===== src/rtl/dpd_pkg.sv =====
`timescale 1ns / 1ps
`default_nettype none

package dpd_pkg;

  // Default sizing handed to the top level
  localparam int unsigned SAMPLE_BITS_DEF = 16;
  localparam int unsigned MAX_PLANES_DEF  = 4;

  // Fixed field widths
  localparam int unsigned THR_W     = 15;
  localparam int unsigned PLANE_W   = 2;
  localparam int unsigned NUM_THR   = 4;
  localparam int unsigned CFG_IDX_W = 3;

  localparam logic [THR_W-1:0] THR_RESET = THR_W'(5);

  // Configuration register map
  typedef enum logic [CFG_IDX_W-1:0] {
    CFG_THR_PLANE0 = 3'd0,
    CFG_THR_PLANE1 = 3'd1,
    CFG_THR_PLANE2 = 3'd2,
    CFG_THR_PLANE3 = 3'd3,
    CFG_BLUR_MODE  = 3'd4,
    CFG_COUPLED    = 3'd5
  } cfg_idx_e;

endpackage

`default_nettype wire


===== src/rtl/dpd_decide.sv =====
`timescale 1ns / 1ps
`default_nettype none

// Four-tap average and threshold decision for one sample group
module dpd_decide
  import dpd_pkg::*;
#(
  parameter int unsigned SAMPLE_BITS = SAMPLE_BITS_DEF
) (
  input  wire logic [SAMPLE_BITS-1:0] center_i,
  input  wire logic [SAMPLE_BITS-1:0] ref_a_i,
  input  wire logic [SAMPLE_BITS-1:0] ref_b_i,
  input  wire logic [SAMPLE_BITS-1:0] ref_c_i,
  input  wire logic [SAMPLE_BITS-1:0] ref_d_i,
  input  wire logic [THR_W-1:0]       thr_i,
  input  wire logic                   blur_i,
  output logic      [SAMPLE_BITS-1:0] avg_o,
  output logic                        pass_o
);

  localparam int unsigned SUM_W = SAMPLE_BITS + 2;
  localparam int unsigned CMP_W = (SAMPLE_BITS > THR_W) ? SAMPLE_BITS : THR_W;

  logic [SUM_W-1:0]       sum;
  logic [SAMPLE_BITS-1:0] d_avg, d_a, d_b, d_c, d_d;
  logic                   lt_avg, lt_a, lt_b, lt_c, lt_d;

  function automatic logic [SAMPLE_BITS-1:0] abs_diff(
    input logic [SAMPLE_BITS-1:0] x,
    input logic [SAMPLE_BITS-1:0] y
  );
    return (x > y) ? (x - y) : (y - x);
  endfunction

  // floor of the mean of the four references
  assign sum   = SUM_W'(ref_a_i) + SUM_W'(ref_b_i) + SUM_W'(ref_c_i) + SUM_W'(ref_d_i);
  assign avg_o = sum[SUM_W-1:2];

  assign d_avg = abs_diff(center_i, avg_o);
  assign d_a   = abs_diff(center_i, ref_a_i);
  assign d_b   = abs_diff(center_i, ref_b_i);
  assign d_c   = abs_diff(center_i, ref_c_i);
  assign d_d   = abs_diff(center_i, ref_d_i);

  assign lt_avg = CMP_W'(d_avg) < CMP_W'(thr_i);
  assign lt_a   = CMP_W'(d_a) < CMP_W'(thr_i);
  assign lt_b   = CMP_W'(d_b) < CMP_W'(thr_i);
  assign lt_c   = CMP_W'(d_c) < CMP_W'(thr_i);
  assign lt_d   = CMP_W'(d_d) < CMP_W'(thr_i);

  // blur compares to the average, otherwise every reference must be close
  assign pass_o = blur_i ? lt_avg : (lt_a & lt_b & lt_c & lt_d);

endmodule

`default_nettype wire


===== src/rtl/deband_pixel_decision.sv =====
// An input transfer reaches its result through the input register and then the result register.
// Throughput: one item per cycle when planes decide on their own and the result stream accepts.
// Coupled pixels: from the cycle after the last plane leaves the input register, n results drain
// from the held-plane registers, one per cycle while the result stream accepts them;
// the input register waits while they drain.
// Reset (asynchronous, active low): nothing held or pending, thresholds 5, blur on, coupled off.
`timescale 1ns / 1ps
`default_nettype none

module deband_pixel_decision
  import dpd_pkg::*;
#(
  parameter int unsigned SAMPLE_BITS = SAMPLE_BITS_DEF,
  parameter int unsigned MAX_PLANES  = MAX_PLANES_DEF,
  localparam int unsigned IN_DATA_W  = ((5 * SAMPLE_BITS + 7) / 8) * 8,
  localparam int unsigned OUT_DATA_W = ((SAMPLE_BITS + 7) / 8) * 8
) (
  input  wire logic                  clk_i,
  input  wire logic                  rst_ni,
  // input stream
  input  wire logic                  s_axis_tvalid,
  output logic                       s_axis_tready,
  // center_sample, ref_a, ref_b, ref_c, ref_d (low to high), zero padded
  input  wire logic [IN_DATA_W-1:0]  s_axis_tdata,
  // plane
  input  wire logic [PLANE_W-1:0]    s_axis_tuser,
  input  wire logic                  s_axis_tlast,
  // result stream
  output logic                       m_axis_tvalid,
  input  wire logic                  m_axis_tready,
  // out_value, zero padded
  output logic      [OUT_DATA_W-1:0] m_axis_tdata,
  // out_plane
  output logic      [PLANE_W-1:0]    m_axis_tuser,
  output logic                       m_axis_tlast,
  // configuration writes
  input  wire logic                  cfg_we_i,
  input  wire logic [CFG_IDX_W-1:0]  cfg_index_i,
  input  wire logic [THR_W-1:0]      cfg_data_i
);

  localparam int unsigned SW    = SAMPLE_BITS;
  localparam int unsigned IDX_W = (MAX_PLANES > 1) ? $clog2(MAX_PLANES) : 1;
  localparam logic [IDX_W-1:0] TOP_SLOT = IDX_W'(MAX_PLANES - 1);

  // configuration registers
  logic [THR_W-1:0] thr_q [NUM_THR];
  logic             blur_q, coupled_q;

  // input register
  logic               in_vld_q;
  logic [PLANE_W-1:0] in_plane_q;
  logic [SW-1:0]      in_center_q, in_a_q, in_b_q, in_c_q, in_d_q;
  logic               in_last_q;

  // held planes of a coupled pixel
  logic [SW-1:0]    held_center_q [MAX_PLANES];
  logic [SW-1:0]    held_avg_q    [MAX_PLANES];
  logic [IDX_W-1:0] planes_held_q;
  logic             pass_acc_q;

  // drain of a released pixel
  logic             drain_q;
  logic [IDX_W-1:0] drain_idx_q, drain_top_q;
  logic             all_q;

  // result register
  logic               out_vld_q;
  logic [PLANE_W-1:0] out_plane_q;
  logic [SW-1:0]      out_value_q;
  logic               out_last_q;

  logic [SW-1:0] avg;
  logic          pass;
  logic          out_free, in_fire, release_px, all_now, drain_emit;

  // decision on the registered item
  dpd_decide #(
    .SAMPLE_BITS (SAMPLE_BITS)
  ) u_decide (
    .center_i (in_center_q),
    .ref_a_i  (in_a_q),
    .ref_b_i  (in_b_q),
    .ref_c_i  (in_c_q),
    .ref_d_i  (in_d_q),
    .thr_i    (thr_q[in_plane_q]),
    .blur_i   (blur_q),
    .avg_o    (avg),
    .pass_o   (pass)
  );

  // handshake and control decode
  assign out_free      = !out_vld_q || m_axis_tready;
  assign in_fire       = in_vld_q && !drain_q && (coupled_q || out_free);
  assign s_axis_tready = !in_vld_q || in_fire;
  assign release_px    = in_last_q || (planes_held_q == TOP_SLOT);
  assign all_now       = (planes_held_q == '0) ? pass : (pass_acc_q & pass);
  assign drain_emit    = drain_q && out_free;

  // configuration writes
  always_ff @(posedge clk_i or negedge rst_ni) begin
    if (!rst_ni) begin
      for (int i = 0; i < NUM_THR; i++) thr_q[i] <= THR_RESET;
      blur_q    <= 1'b1;
      coupled_q <= 1'b0;
    end else if (cfg_we_i) begin
      unique case (cfg_idx_e'(cfg_index_i))
        CFG_THR_PLANE0: thr_q[0] <= cfg_data_i;
        CFG_THR_PLANE1: thr_q[1] <= cfg_data_i;
        CFG_THR_PLANE2: thr_q[2] <= cfg_data_i;
        CFG_THR_PLANE3: thr_q[3] <= cfg_data_i;
        CFG_BLUR_MODE:  blur_q    <= cfg_data_i[0];
        CFG_COUPLED:    coupled_q <= cfg_data_i[0];
        default: ;
      endcase
    end
  end

  // input register control
  always_ff @(posedge clk_i or negedge rst_ni) begin
    if (!rst_ni) begin
      in_vld_q <= 1'b0;
    end else if (s_axis_tready) begin
      in_vld_q <= s_axis_tvalid;
    end
  end

  // input register payload
  always_ff @(posedge clk_i) begin
    if (s_axis_tready && s_axis_tvalid) begin
      in_plane_q  <= s_axis_tuser;
      in_center_q <= s_axis_tdata[0*SW +: SW];
      in_a_q      <= s_axis_tdata[1*SW +: SW];
      in_b_q      <= s_axis_tdata[2*SW +: SW];
      in_c_q      <= s_axis_tdata[3*SW +: SW];
      in_d_q      <= s_axis_tdata[4*SW +: SW];
      in_last_q   <= s_axis_tlast;
    end
  end

  // held plane store, written at the fill slot
  always_ff @(posedge clk_i) begin
    if (in_fire && coupled_q) begin
      held_center_q[planes_held_q] <= in_center_q;
      held_avg_q[planes_held_q]    <= avg;
    end
  end

  // coupled fill count, running pass flag and drain sequencing
  always_ff @(posedge clk_i or negedge rst_ni) begin
    if (!rst_ni) begin
      planes_held_q <= '0;
      pass_acc_q    <= 1'b0;
      drain_q       <= 1'b0;
      drain_idx_q   <= '0;
      drain_top_q   <= '0;
      all_q         <= 1'b0;
    end else begin
      if (in_fire && coupled_q) begin
        if (release_px) begin
          planes_held_q <= '0;
          drain_q       <= 1'b1;
          drain_idx_q   <= '0;
          drain_top_q   <= planes_held_q;
          all_q         <= all_now;
        end else begin
          planes_held_q <= planes_held_q + 1'b1;
          pass_acc_q    <= all_now;
        end
      end else if (drain_emit) begin
        if (drain_idx_q == drain_top_q) begin
          drain_q <= 1'b0;
        end else begin
          drain_idx_q <= drain_idx_q + 1'b1;
        end
      end
    end
  end

  // result register control
  always_ff @(posedge clk_i or negedge rst_ni) begin
    if (!rst_ni) begin
      out_vld_q <= 1'b0;
    end else if (out_free) begin
      out_vld_q <= drain_q || (in_fire && !coupled_q);
    end
  end

  // result register payload
  always_ff @(posedge clk_i) begin
    if (drain_emit) begin
      out_plane_q <= PLANE_W'(drain_idx_q);
      out_value_q <= all_q ? held_avg_q[drain_idx_q] : held_center_q[drain_idx_q];
      out_last_q  <= (drain_idx_q == drain_top_q);
    end else if (in_fire && !coupled_q) begin
      out_plane_q <= in_plane_q;
      out_value_q <= pass ? avg : in_center_q;
      out_last_q  <= in_last_q;
    end
  end

  assign m_axis_tvalid = out_vld_q;
  assign m_axis_tdata  = OUT_DATA_W'(out_value_q);
  assign m_axis_tuser  = out_plane_q;
  assign m_axis_tlast  = out_last_q;

endmodule

`default_nettype wire


===== config.mk =====
export PLATFORM = sky130hd
export DESIGN_NAME = deband_pixel_decision
export DESIGN_NICKNAME = d
export VERILOG_FILES = /design/src/rtl/dpd_pkg.sv /design/src/rtl/dpd_decide.sv /design/src/rtl/deband_pixel_decision.sv
export SDC_FILE = /design/constraint.sdc
export NUM_CORES = 1
export LEC_CHECK = 0
export ABC_AREA = 1
export BUFFER_PORTS_ARGS = -buffer_cell sky130_fd_sc_hd__buf_2
export CORE_MARGIN = 3
export CORE_UTILIZATION = 55
export DETAILED_ROUTE_END_ITERATION = 7
export GPL_ROUTABILITY_DRIVEN = 0
export PLACE_DENSITY = 0.73
export REMOVE_ABC_BUFFERS = 1
export SLEW_MARGIN = 40
export SYNTH_ARGS = -nofsm -noshare
export SYNTH_HDL_FRONTEND = slang
export SYNTH_SLANG_ARGS = --single-unit

===== constraint.sdc =====
create_clock -name clk_i -period 13.05 [get_ports clk_i]
set_input_delay 0.6525 -clock clk_i [delete_from_list [all_inputs] [get_ports clk_i]]
set_output_delay 0.6525 -clock clk_i [all_outputs]
set_load 0.05 [all_outputs]

# Word-level counts from Yosys, hierarchy flattened
# Memories as Yosys holds them, arrays and structs flattened.
# Cells that the tools add are included.
dict set report totals {
  register_bits 175
  latch_bits 0
  mem_bits_rw 128
  mem_bits_ro 0
  output_inout_bits 21
  elab_cells 126
  memories 2
}
dict set report op_classes {
  addsub 15
  multipliers 0
  div_mod_pow 0
  order_cmp 11
  n_eq_ne 9
  shift 0
  n_mux 29
  bitwise 6
  n_reduce_logical 30
}
# name depth width read_ports rd_clocked_by_memory_dff write_ports line
set memory_table {}
lappend memory_table {held_avg_q 4 16 1 0 1 deband_pixel_decision.sv:58} ;# logic [SW-1:0] held_avg_q [MAX_PLANES];
lappend memory_table {held_center_q 4 16 1 0 1 deband_pixel_decision.sv:57} ;# logic [SW-1:0] held_center_q [MAX_PLANES];
# operator n
set ops {}
lappend ops {{$sub A16 B16 Y16} 10}
lappend ops {{$mux W16} 9}
lappend ops {{$gt A16 B16 Y1} 5}
lappend ops {{$lt A16 B15 Y1} 5}
lappend ops {{$add A18 B16 Y18} 2}
lappend ops {{$bmux W15 S2} 1}
lappend ops {{$mux W15} 2}
lappend ops {{$add A16 B16 Y17} 1}
lappend ops {{$reduce_and A2 Y1} 8}
lappend ops {{$mux W2} 7}
lappend ops {{$mux W1} 10}
lappend ops {{$eq A3 B2 Y1 const B} 2}
lappend ops {{$eq A3 B3 Y1 const B} 2}
lappend ops {{$logic_and A1 B1 Y1} 6}
lappend ops {{$reduce_and A3 Y1} 2}
lappend ops {{$reduce_bool A2 Y1} 3}
lappend ops {{$logic_or A1 B1 Y1} 5}
lappend ops {{$add A2 B1 Y2 const B} 2}
lappend ops {{$and A1 B1 Y1} 4}
lappend ops {{$logic_not A1 Y1} 4}
lappend ops {{$ne A2 B2 Y1 const B} 2}
lappend ops {{$eq A3 B1 Y1 const B} 1}
lappend ops {{$ge A3 B3 Y1 const B} 1}
lappend ops {{$logic_not A3 Y1} 1}
lappend ops {{5 further kinds} 5}

# Depth between registers and ports, before layout
# Gate-level depths: netlist (run 1).
dict set report logic_depth {
  word_depth 12
  mapped_depth 56
}

# Cells and area by module
# Synthesis (run 1) repeated with hierarchy kept, for this count alone.
dict set report hier_totals {
  cells_unflattened 2953
  hier_area_um2 23681.5
}
# module n_inst cells_each area_each_um2 seq_area_each_um2
set modules_own_cells {}
lappend modules_own_cells {deband_pixel_decision 1 1086 12141.6 8744.6}
lappend modules_own_cells {dpd_decide 1 1867 11539.8 0.0}

# Worst setup path after synthesis (run 1)
# OpenSTA, ideal clock, no wires.
dict set report synth_timing {
  path_kind {flip-flop to flip-flop}
  start {register in_a_q[2]}
  end {register out_value_q[13], in the netlist m_axis_tdata[13], data pin}
  setup_time_ns 0.253
  arrival_time_ns 7.211
  t_required_ns 12.797
  slack_ns 5.586
  path_stages_with_launch 52
  path_buffers 3
  synth_period_minus_slack_ns 7.464
  path_cell_list {edfxtp_1 ha_1 nand3_1 nand2_1 a21oi_1 o21bai_1 a21boi_0 o21ai_0 a21oi_1 o21ai_0 xnor2_1 fa_1 inv_1 ha_1 nand2_1 inv_1 nand2_1 nand2_1 (+16 left out) xnor2_1 inv_1 ha_1 nand2_1 nor2_1 a211oi_1 nand2_1 nand2_1 nand2_1 nand2_1 nand2_1 a21oi_1 nand3_4 nand2_8 buf_12 nand2_1 nand3_1 nand2_1}
}
dict set report synth_between {
  elab_chain_len 10
}
# element line
set synth_lines {}
lappend synth_lines {{from (decl)} deband_pixel_decision.sv:53} ;# logic [SW-1:0] in_center_q, in_a_q, in_b_q, in_c_q, in_d_q;
lappend synth_lines {{from (signal assigned)} deband_pixel_decision.sv:133} ;# in_a_q <= s_axis_tdata[1*SW +: SW];
lappend synth_lines {{$add A16 B16 Y17 (tied with other cells)} dpd_decide.sv:36} ;# assign sum = SUM_W'(ref_a_i) + SUM_W'(ref_b_i) + SUM_W'(ref_c_i) + SUM_W'(ref_d_i);
lappend synth_lines {{$add A18 B16 Y18 or $mux W16 (tied branches)} {dpd_decide.sv:36, dpd_decide.sv:32}}
lappend synth_lines {{$add A18 B16 Y18 or $lt A16 B15 Y1 (tied branches)} {dpd_decide.sv:36, dpd_decide.sv:46}}
lappend synth_lines {{$sub A16 B16 Y16 (tied with other cells)} dpd_decide.sv:32} ;# return (x > y) ? (x - y) : (y - x);
lappend synth_lines {{$mux W16 or $and A1 B1 Y1 (tied branches)} {dpd_decide.sv:32, dpd_decide.sv:52}}
lappend synth_lines {{$lt A16 B15 Y1 or $and A1 B1 Y1 (tied branches)} {dpd_decide.sv:45, dpd_decide.sv:52}}
lappend synth_lines {{$mux W1} dpd_decide.sv:52} ;# assign pass_o = blur_i ? lt_avg : (lt_a & lt_b & lt_c & lt_d);
lappend synth_lines {{$mux W16 (*)} deband_pixel_decision.sv:197} ;# out_value_q <= pass ? avg : in_center_q;
lappend synth_lines {{$mux W16 (*)} deband_pixel_decision.sv:195} ;# end else if (in_fire && !coupled_q) begin
lappend synth_lines {{$mux W16 (*)} deband_pixel_decision.sv:191} ;# if (drain_emit) begin
lappend synth_lines {{to (signal assigned)} deband_pixel_decision.sv:193} ;# out_value_q <= all_q ? held_avg_q[drain_idx_q] : held_center_q[drain_idx_q];
lappend synth_lines {{to (signal assigned)} deband_pixel_decision.sv:197}
lappend synth_lines {{to (decl)} deband_pixel_decision.sv:70} ;# logic [SW-1:0] out_value_q;
# Every way passes the cells marked *; elsewhere a longest branch is shown, timed or not. The select of a mux whose other input is x is not followed.
# A chain may end at the register's enable or synchronous reset.

# Worst setup path after layout (run 1)
dict set report layout_timing {
  start {register in_a_q[2]}
  end {register out_value_q[12], in the netlist m_axis_tdata[12], data pin}
}
# Same word-level chain as after synthesis.

==> results.txt, run 1 <==
----------------------------------------------------
[Detailed routing]
  Detailed-route via count ... 19800
  Via/cell ratio ... 5.86
  ANT nets after route ... 0
  DRC Markers ... 6
  Number of DRC markers after the initial detailed-route iteration ... 1854
  Total wire length ... 64.5 mm
  Number of detailed-routing iterations run before antenna repair ... 8
  Post-DR wirelength/cell ... 19.1 µm

[GRT]
  Overall fraction of global-route tracks in use ... 0.289
  Met3 track demand over resource ... 0.0332
  Met1 global-route usage ... 0.380
  Global-route wire length before repair ... between 100 and 150 mm
  Most utilized layer in the global route result ... met2
  Via count of the first global-routing pass ... 19400
  Initial antenna violation count ... 0
  Met2 Use GR ... 0.487
  Largest net degree at the start of global routing ... 74
  Overflow left after global routing ... 0

[Setup path]
  Minimum setup slack among reg-to-reg paths ... 3870 ps
  Max FO, Critical Path ... 18
  Worst endpoint required time ... 13380 ps
  Largest incremental delay on the critical path ... 570 ps
  Arrival time reported for the critical path endpoint ... approximately 9500 ps
  Critical path's most frequent cell ... nand2_1
  Cell depth of the worst flop-to-flop path ... 47
  Startpoint of the worst register-to-register path ... in_a_q[2]
  Kind of critical path ... flip-flop to flip-flop
  Slowest stage cell on the critical path ... a21boi_1
  Nature of the critical path endpoint ... flip-flop
  CP startpoint kind ... flip-flop
  Capturing point of the worst reg2reg path ... m_axis_tdata[12]

[Floorplan]
  Full die area ... between 40000 and 50000 µm²
  Die height ... ~210 µm
  Total core area ... ~40000 µm²
  Chip width ... ~210 µm
  Floorplan row count ... 73
  Initial standard-cell utilization of the core ... 0.564
  Ports ... 127

[Synthesis]
  Post-synthesis async set-or-reset flop share ... 0.241
  Synth Warn # ... 0
  Synthesis-stage register bit count ... 303
  Leading register cell type out of synthesis ... edfxtp_1
  Summed instance area of the synthesized netlist ... roughly 23000 µm²
  Synth Area per Inst ... 8.36 µm²
  Proportion of synthesized chip area in sequential cells ... 0.386
  Number of instances in the synthesized netlist ... 2712
  Number of distinct library cell variants in the gate-level netlist after synthesis ... 58
  Number of synthesized flops with an enable pin ... 230

[Timing]
  Count of pins over their slew limit ... 0
  Setup slack after layout ... between 3000 and 4000 ps
  Highest clock frequency the design can meet ... 109 MHz
  Post-Route Setup TNS ... 0 ps
  Final-report hold violation count ... 0
  Part of the cycle the worst path needs ... 0.703
  Pin slew with the least headroom to its limit ... 853 ps
  Worst Clk Skew ... 10.2 ps
  Max transition margin ... 0.431
  Setup repair after global routing missed its margin ... false
  Setup violators final ... 0
  Final Critical Period ... 9180 ps

[CTS]
  Clock input transition at the sequential cells of the worst setup and hold paths ... 60 ps
  Number of gates resized after CTS ... 0
  Buffers inserted during post-CTS setup optimization ... 0
  Clock latency at the later pin of the worst-skew pair ... between 500 and 600 ps
  TritonCTS clock tree ... done
  Clock Tree Root ... clkbuf_16
  Clock sink total ... ~300
  Number of levels in the clock H-tree ... 1
  Largest buffer count on any clock path ... 3
  Hold buffers post-CTS ... 0
  CTS Buf Count ... 31

[Placed design]
  Number of buffers added on ports ... 126
  Instance count after placement with tap cells included ... 3316
  Cell Area, Placed ... ~24000 µm²
  DPL Wire Length ... 48.9 mm
  Setup slack at placement ... 4030 ps

[Layout]
  Area growth syn-to-layout ... 9.58%
  Antenna cells ... 0
  Layout cells sized above 1 ... 0.0888
  Total area of multi-input combinational cells ... 12200 µm²
  Area of all sequential standard cells ... 8750 µm²
  Cell Count, Final, Fillers Out ... 3373
  Fill count ... between 3000 and 4000
  Final #Nets ... 3214
  Design area ... 24800 µm²

[Hold path]
  Worst hold-check path type ... input port to asynchronous set/reset pin

[Flow run]
  MaxCap Viol Count ... 0

[Run status]
  Run status ... complete, but fails checks
  Violations in the final reports ... design-rule violations

----------------------------------------------------
## how the worst max path moves through the flow
| stage | startpoint | end | slack [ps] |
|---|---|---|---|
| CTS | in_a_q[2] | m_axis_tdata[7] | 3960 |
| global route | in_b_q[2] | m_axis_tdata[13] | 3040 |
| global placement | in_a_q[2] | m_axis_tdata[6] | 4320 |
| detailed placement | in_a_q[2] | m_axis_tdata[7] | 4030 |
| floorplan | in_a_q[2] | m_axis_tdata[13] | 5560 |
| finish | in_a_q[2] | m_axis_tdata[12] | 3870 |
## cells in the final DEF (no fill, tap or decap), drive strengths merged, types with 18 or more instances in the layout
master and instances:
a21o 20, xor2 62, o21bai 21, nand3 129, xnor2 34, a21oi 185
nand2 645, clkbuf 41, o221ai 43, o21ai 222, dfrtp 64, ha 257
nor2 182, a211oi 18, inv 396, buf 145, fa 27, edfxtp 230
## sequential cells by signal, summed over array words and instances, names as in the netlist
register       count
held_avg_q        64
held_center_q     64
thr_q             60
in_a_q            16
in_b_q            16
in_c_q            16
in_center_q       16
in_d_q            16
m_axis_tdata      16
drain_idx_q        2
drain_top_q        2
in_plane_q         2
m_axis_tuser       2
planes_held_q      2
all_q              1
blur_q             1
coupled_q          1
drain_q            1
in_last_q          1
in_vld_q           1
m_axis_tlast       1
m_axis_tvalid      1
pass_acc_q         1
## area by class of cell
| cell class | count | share of cell area |
|---|---|---|
| Multi-Input combinational cell | 1945 | 0.490 |
| Sequential cell | 303 | 0.352 |
| Inverter | 398 | 0.0602 |
| Clock buffer | 41 | 0.0327 |
| Timing Repair Buffer | 145 | 0.0314 |
| Tap cell | 525 | 0.0264 |
| Clock inverter | 16 | 0.00660 |
## per-stage QoR
stage	utilization	hold WS (ps)
after floorplan	-	357
after global placement	0.593	467
after detailed placement	0.594	474
after CTS	0.618	177
after global routing	0.618	208
final	0.618	186
## critical path: cells and delay by family, from the launching register on
family                     cells  cell delay [ps]
AOI/OAI and AO/OA             14             3390
buffers and inverters          5              290
DFF                            1              430
and+or+nand+nor               20             2170
adders and majority gates      5             1960
xor gates and xnor gates       3              660
## synthesized netlist by cell type (11+ instances only)
cell type    n  share of area
a21boi_0    11         0.0036
ha_1       257           0.14
fa_1        27          0.024
a211oi_1    18         0.0060
nor2_1     178          0.029
a21o_1      20         0.0066
xnor2_1     34          0.013
o21bai_1    21         0.0070
a21oi_1    184          0.041
dfrtp_1     64          0.071
nand2_2     14         0.0039
xor2_1      62          0.024
mux2i_1     12         0.0053
a32o_1      14         0.0062
edfxtp_1   230           0.30
o221ai_1    43          0.017
nand3_1    125          0.028
nand2_1    628           0.10
o21ai_0    211          0.047
inv_1      392          0.065
clkbuf_1    50         0.0083
## cells by family after synthesis
kind of cell / Yosys count / synth area share
flops: 303 / 0.386
compound gates: 569 / 0.149
buf+inv: 464 / 0.0787
mux: 12 / 0.00530
fa+ha+maj: 284 / 0.166
xor+xnor: 96 / 0.0371
simple gates: 984 / 0.179
## metal layers
layer	up-vias	wire length (µm)
met1	9259	25600
met5	-	0
li1	9328	-
met2	939	30500
met4	0	3270
met3	249	5100
Power of run 1 is not shown: default switching activity piles up to over one toggle a cycle in this logic, so the estimate is an artifact.
==> run 2: changes to the inputs <==
- clock period: 13.05 -> 9.3 ns (I/O delays scaled with it)
==> run 2 against run 1 <==
The run now ends clean. Die area is the same. Clock skew increased by 10 ps. Clock-buffer cell count rose by 7. Worst hold slack got worse by 150 ps. Non-clock buffer count unchanged. Via count increased by 0.54%. Wire length shrank 0.44%. Sequential share of layout area down 0.10 points. Cell area up 0.31%. Fmax rose by 8.3%. Core utilization increased by 0.19 points.
==> results.txt, run 2 (synthesis results as in run 1) <==
----------------------------------------------------
[GRT]
  Initial antenna violation count ... 0 (unchanged)
  Largest net degree at the start of global routing ... 74 (unchanged)
  Met2 Use GR ... 0.494 (+0.00744)
  Met3 track demand over resource ... 0.0350 (+0.00180)
  Via count of the first global-routing pass ... 19700 (+1.4%)
  Most utilized layer in the global route result ... met2
  Met1 global-route usage ... 0.373 (-0.00740)
  Overflow left after global routing ... 0 (unchanged)
  Overall fraction of global-route tracks in use ... 0.290 (+0.00146)
  Global-route wire length before repair ... 101 mm (-0.25%)

[Setup path]
  Largest incremental delay on the critical path ... 490 ps (-80 ps)
  CP startpoint kind ... flip-flop
  Nature of the critical path endpoint ... flip-flop
  Minimum setup slack among reg-to-reg paths ... 830 ps (-3050 ps)
  Startpoint of the worst register-to-register path ... in_a_q[2]
  Max FO, Critical Path ... 18 (unchanged)
  Arrival time reported for the critical path endpoint ... 8760 ps (-740 ps)
  Kind of critical path ... flip-flop to flip-flop
  Capturing point of the worst reg2reg path ... m_axis_tdata[10]
  Worst path top cell family by delay ... compound AO/OA/AOI/OAI gates
  Critical path's most frequent cell ... nand2_1
  Total buffers and inverters traversed by the critical path ... 6 (+1)
  Worst endpoint required time ... 9580 ps (-3800 ps)
  Launching element of the worst setup path ... in_a_q[2]
  WP depth ... 49 (+4.3%)
  Slowest stage cell on the critical path ... fa_1
  Cell depth of the worst flop-to-flop path ... 49 (+4.3%)
  Crit path to ... m_axis_tdata[10]

[Layout]
  Antenna cells ... 0 (unchanged)
  Fill count ... 3544 (-0.42%)
  Layout cells sized above 1 ... 0.0901 (+0.00128)
  Area growth syn-to-layout ... 9.92%
  Commonest non-fill, non-tap cell in the layout ... nand2_1
  Leading registers by flop count ... held_avg_q: 64 flops, held_center_q: 64 flops, thr_q: 60 flops
  Total area of multi-input combinational cells ... 12200 µm² (unchanged)
  Area of all sequential standard cells ... 8750 µm² (about the same)
  Final #Nets ... 3217 (+0.093%)
  Commonest cells after routing, fill and taps aside ... nand2_1 (626), inv_1 (390), ha_1 (257), edfxtp_1 (230), o21ai_0 (208)
  Design area ... 24900 µm² (+0.31%)

[Timing]
  Part of the cycle the worst path needs ... 0.911 (+0.208)
  Final-report hold violation count ... 0 (unchanged)
  Highest clock frequency the design can meet ... 118 MHz (+8.3%)
  Max transition margin ... 0.478 (+0.0469)
  Count of pins over their slew limit ... 0 (unchanged)
  Setup repair after global routing missed its margin ... false
  Post-Route Setup TNS ... 0 ps (unchanged)
  Worst Clk Skew ... 20.5 ps (+10.3 ps)
  Pin slew with the least headroom to its limit ... 782 ps (-71.3 ps)
  Setup violators final ... 0 (unchanged)
  Final Critical Period ... 8470 ps (-705 ps)

[Detailed routing]
  Total wire length ... 64.2 mm (-0.44%)
  ANT nets after route ... 0 (unchanged)
  Via/cell ratio ... 5.89 (+0.42%)
  Detailed-route via count ... 19900 (+0.54%)
  Number of detailed-routing iterations run before antenna repair ... 8 (unchanged)
  Post-DR wirelength/cell ... 19.0 µm (-0.56%)
  DRC Markers ... 0 (-6)
  Number of DRC markers after the initial detailed-route iteration ... 1778 (-4.1%)

[Flow run]
  MaxCap Viol Count ... 0 (unchanged)

[CTS]
  CTS Buf Count ... 34 (+9.7%)
  Clock input transition at the sequential cells of the worst setup and hold paths ... 60 ps (about the same)
  Clock latency at the later pin of the worst-skew pair ... 550 ps (-30 ps)
  Largest buffer count on any clock path ... 3 (unchanged)
  Number of levels in the clock H-tree ... 2 (+1)
  Clock sink total ... 303 (unchanged)
  Number of gates resized after CTS ... 0 (unchanged)
  Clock Tree Root ... clkbuf_16
  TritonCTS clock tree ... done
  Hold buffers post-CTS ... 0 (unchanged)
  Buffers inserted during post-CTS setup optimization ... 0 (unchanged)

[Floorplan]
  Full die area ... 43700 µm² (unchanged)
  Initial standard-cell utilization of the core ... 0.564 (unchanged)
  Chip width ... 209 µm (unchanged)
  Floorplan row count ... 73 (unchanged)
  Ports ... 127 (unchanged)
  Die height ... 209 µm (unchanged)
  Total core area ... 40200 µm² (unchanged)

[Hold path]
  Worst hold-check path type ... input port to asynchronous set/reset pin

[Placed design]
  Cell Area, Placed ... 23900 µm² (about the same)
  Number of buffers added on ports ... 126 (unchanged)
  DPL Wire Length ... 48.8 mm (about the same)

[Run status]
  Run status ... finished, final reports clean

----------------------------------------------------
## run 2: cell count changes in the layout (fill, tap and decap cells not counted), moves of 2 or more
cell       change
o21ai_0        -3
clkbuf_1       +2
clkinv_2       -2
clkbuf_16      +4
o21ai_1        +3
bufinv_16      -2
## run 2: layout make-up
type                    instances  area share
clock buffers                  48      0.0375
clock inverters                13     0.00472
inverters                     398      0.0600
multi-input cells            1945       0.489
flip-flops and latches        303       0.351
well taps                     525      0.0264
repair buffers                145      0.0313
## run 2: how the worst min path moves through the flow
stage | depth (start not counted) | from | slack, ps | to
6_report | 2 | rst_ni | 40 | thr_q[52]
3_3_place_gp | 2 | thr_q[10] | 470 | thr_q[10]
3_5_place_dp | 2 | thr_q[7] | 470 | thr_q[7]
2_1_floorplan | 0 | rst_ni | 170 | all_q
4_1_cts | 2 | rst_ni | 50 | thr_q[48]
5_1_grt | 1 | s_axis_tdata[62] | 70 | in_c_q[14]
## run 2: stage by stage
stage	setup slack, ps	instances	util	hold slack [ps]
2_1_floorplan	1810	2646	-	169
3_5_place_dp	697	3316	0.594	473
3_3_place_gp	894	3316	0.593	467
5_1_grt	48.7	3377	0.620	69.1
4_1_cts	655	3377	0.620	48.1
6_report	827	3377	0.620	35.9
## run 2: routing by layer
| layer | share of wire | wire length [µm] | vias up |
|---|---|---|---|
| li1 | - | - | 9340 |
| met1 | 0.40 | 25900 | 9406 |
| met2 | 0.48 | 30800 | 936 |
| met3 | 0.073 | 4720 | 200 |
| met4 | 0.044 | 2800 | 0 |
| met5 | 0 | 0 | - |
Power of run 2 is left out for the same reason.
==> run 3: changes to the inputs <==
- ABC_AREA: 1 -> not set
==> run 3 against run 2 <==
Synthesized cell count decreased by 24%. Setup slack worse by 410 ps. Critical endpoint is now m_axis_tdata[1]. Global-route usage shrank 1.4 points. Non-clock buffer count up 42.
==> results.txt, run 3 <==
----------------------------------------------------
[CTS]
  Number of levels in the clock H-tree ... 1 (-1)
  Clock Tree Root ... clkbuf_16
  Clock latency at the later pin of the worst-skew pair ... 600 ps (+50 ps)
  Clock sink total ... 303 (unchanged)
  CTS Buf Count ... 31 (-8.8%)
  Largest buffer count on any clock path ... 3 (unchanged)
  Clock input transition at the sequential cells of the worst setup and hold paths ... 60 ps (about the same)
  TritonCTS clock tree ... done

[Floorplan]
  Floorplan row count ... 73 (unchanged)
  Ports ... 127 (unchanged)
  Total core area ... 40100 µm² (-0.23%)
  Full die area ... 43400 µm² (-0.68%)
  Die height ... 208 µm (-0.34%)
  Chip width ... 208 µm (-0.34%)
  Initial standard-cell utilization of the core ... 0.561 (-0.00268)

[Flow run]
  MaxCap Viol Count ... 0 (unchanged)

[Layout]
  Commonest non-fill, non-tap cell in the layout ... ha_1
  Final #Nets ... 2605 (-19%)
  Layout cells sized above 1 ... 0.188 (+0.0978)
  Leading registers by flop count ... held_avg_q: 64 flops, held_center_q: 64 flops, thr_q: 60 flops
  Area growth syn-to-layout ... 11.7%
  Cell Count, Final, Fillers Out ... 2766 (-18%)
  Fill count ... 3209 (-9.5%)
  Area of all sequential standard cells ... 8750 µm² (about the same)
  Post-layout utilization of the core ... 0.627 (+0.00731)
  Total area of multi-input combinational cells ... 12800 µm² (+5.5%)
  Commonest cells after routing, fill and taps aside ... ha_1 (255), edfxtp_1 (230), inv_1 (193), a21oi_1 (145), buf_2 (126)

[Detailed routing]
  Detailed-route via count ... 17600 (-12%)
  Number of detailed-routing iterations run before antenna repair ... 6 (-2)
  Via/cell ratio ... 6.35 (+7.8%)
  Total wire length ... 61.9 mm (-3.6%)
  Number of DRC markers after the initial detailed-route iteration ... 1761 (-0.96%)
  Post-DR wirelength/cell ... 22.4 µm (+18%)
  DRC Markers ... 0 (unchanged)
  ANT nets after route ... 0 (unchanged)

[Synthesis]
  Leading register cell type out of synthesis ... edfxtp_1
  Number of synthesized flops with an enable pin ... 230 (unchanged)
  Synth top cells by count ... ha_1 (257), edfxtp_1 (230), inv_1 (193)
  Cell accounting for the most synthesized area ... edfxtp_1
  Number of distinct library cell variants in the gate-level netlist after synthesis ... 94 (+62%)
  Post-synthesis async set-or-reset flop share ... 0.241 (unchanged)
  Number of instances in the synthesized netlist ... 2073 (-24%)
  Proportion of synthesized chip area in sequential cells ... 0.389 (+0.00272)
  Synth Warn # ... 0 (unchanged)
  Synth top area cells ... edfxtp_1 (31%), ha_1 (14%), dfrtp_1 (7.1%), mux4_2 (4.5%), mux2_2 (3.8%)
  Synth Area per Inst ... 10.9 µm² (+30%)
  Area fraction of the dominant cell type after synthesis ... 0.307 (+0.00215)
  Most repeated cell in the gate-level netlist after synthesis ... ha_1
  Summed instance area of the synthesized netlist ... 22500 µm² (-0.70%)
  Synthesis-stage register bit count ... 303 (unchanged)

[Setup path]
  Largest incremental delay on the critical path ... 500 ps (about the same)
  CP startpoint kind ... flip-flop
  Slowest stage cell on the critical path ... fa_1
  Kind of critical path ... flip-flop to flip-flop
  Critical path's most frequent cell ... ha_1
  Cell depth of the worst flop-to-flop path ... 41 (-16%)
  Arrival time reported for the critical path endpoint ... 9220 ps (+460 ps)
  Total buffers and inverters traversed by the critical path ... 2 (-4)
  WP depth ... 41 (-16%)
  Launching element of the worst setup path ... in_a_q[1]
  Max FO, Critical Path ... 16 (-2)
  Startpoint of the worst register-to-register path ... in_a_q[1]
  Worst path top cell family by delay ... compound AO/OA/AOI/OAI gates
  Worst endpoint required time ... 9640 ps (+60 ps)
  Nature of the critical path endpoint ... flip-flop

[Timing]
  Highest clock frequency the design can meet ... 113 MHz (-4.6%)
  Pin slew with the least headroom to its limit ... 859 ps (+77.0 ps)
  Count of pins over their slew limit ... 0 (unchanged)
  Post-Route Setup TNS ... 0 ps (unchanged)
  Max transition margin ... 0.427 (-0.0508)
  Setup violators final ... 0 (unchanged)
  Final Critical Period ... 8880 ps (+409 ps)
  Worst Clk Skew ... 22.8 ps (+2.31 ps)
  Part of the cycle the worst path needs ... 0.955 (+0.0440)
  Final-report hold violation count ... 0 (unchanged)
  Smallest hold slack ... 42.3 ps (+6.37 ps)

[Hold path]
  Worst hold path stage count ... 1
  Hold path start ... s_axis_tdata[60]
  Worst hold-check path type ... input port to flip-flop

[GRT]
  Overflow left after global routing ... 0 (unchanged)
  Overall fraction of global-route tracks in use ... 0.277 (-0.0136)
  Initial antenna violation count ... 0 (unchanged)
  Via count of the first global-routing pass ... 17300 (-12%)
  Global-route wire length before repair ... 95.4 mm (-5.7%)
  Largest net degree at the start of global routing ... 74 (unchanged)

[Placed design]
  Number of buffers added on ports ... 126 (unchanged)
  Instance count after placement with tap cells included ... 2703 (-18%)
  DPL Wire Length ... 47.1 mm (-3.5%)

[Run status]
  Run status ... finished, final reports clean

----------------------------------------------------
[run 3: cell types whose count changed after synthesis, moves of 45 or more]
cell / change
nand2_1: -530
inv_1: -199
o21ai_0: -131
nand3_1: -95
nor2_1: -88
mux2_2: +76
mux4_2: +45
[run 3: metrics by stage]
stage | setup slack [ps] | instance area, µm²
final | 418 | 25100
after global placement | 180 | 23900
after CTS | 84.5 | 25000
after detailed placement | 17.4 | 23900
after global routing | -18.2 | 25100
after floorplan | 728 | 22100
[run 3: logic make-up (layout without fill, tap and decap cells)]
logic type	count (synthesis)	after routing	synth area share
compound gates	532	532	0.158
buf+inv	271	438	0.0480
mux	171	171	0.107
fa+ha+maj	284	284	0.167
xor+xnor	91	91	0.0354
other cells	0	1	0
flops	303	303	0.389
simple gates	421	421	0.0965
[run 3: worst reg2reg max path, delay by kind of cell (launching register included)]
kind            cells  cell delay, ps
simple gates       14            2280
mux                 1             260
flops               1             420
compound gates     16            3330
fa+ha+maj           5            1750
xor+xnor            3             410
buf+inv             2             210
[run 3: final timing paths]
kind                       slack (ps)         endpoint
hold reg to reg                   500        thr_q[14]
min in group asynchronous         510        thr_q[36]
max in group asynchronous        8260   drain_idx_q[0]
hold / removal                     40       in_c_q[12]
setup / recovery                  420  m_axis_tdata[1]
setup reg to reg                  420  m_axis_tdata[1]
[run 3: per-layer routing]
layer / wire length, µm / vias to the layer above / GRT usage
met1: 25000 / 8549 / 0.363
met5: 0 / - / 0
met4: 2920 / 0 / 0.119
met3: 4590 / 182 / 0.0375
li1: - / 8022 / -
met2: 29400 / 810 / 0.464
[run 3: what timing repair did]
action / 4_1_cts / 5_1_grt
cloned: 0 / 0
pin swaps: 0 / 8
setup buffers: 0 / 3
setup endpoints to repair: 16 / 18
gates resized for setup: 2 / 29
hold buffers: 1 / 0
endpoints found under the hold margin: 50 / 0
[run 3: final cells by class]
class,instances,share of cell area
multi-input combinational,1499,0.511
sequential,303,0.348
timing repair buffer,187,0.0445
clock buffer,36,0.0324
inverter,193,0.0288
tap,525,0.0261
clock inverter,22,0.00960
antenna,1,0.0000995
Power of run 3 is left out for the same reason.
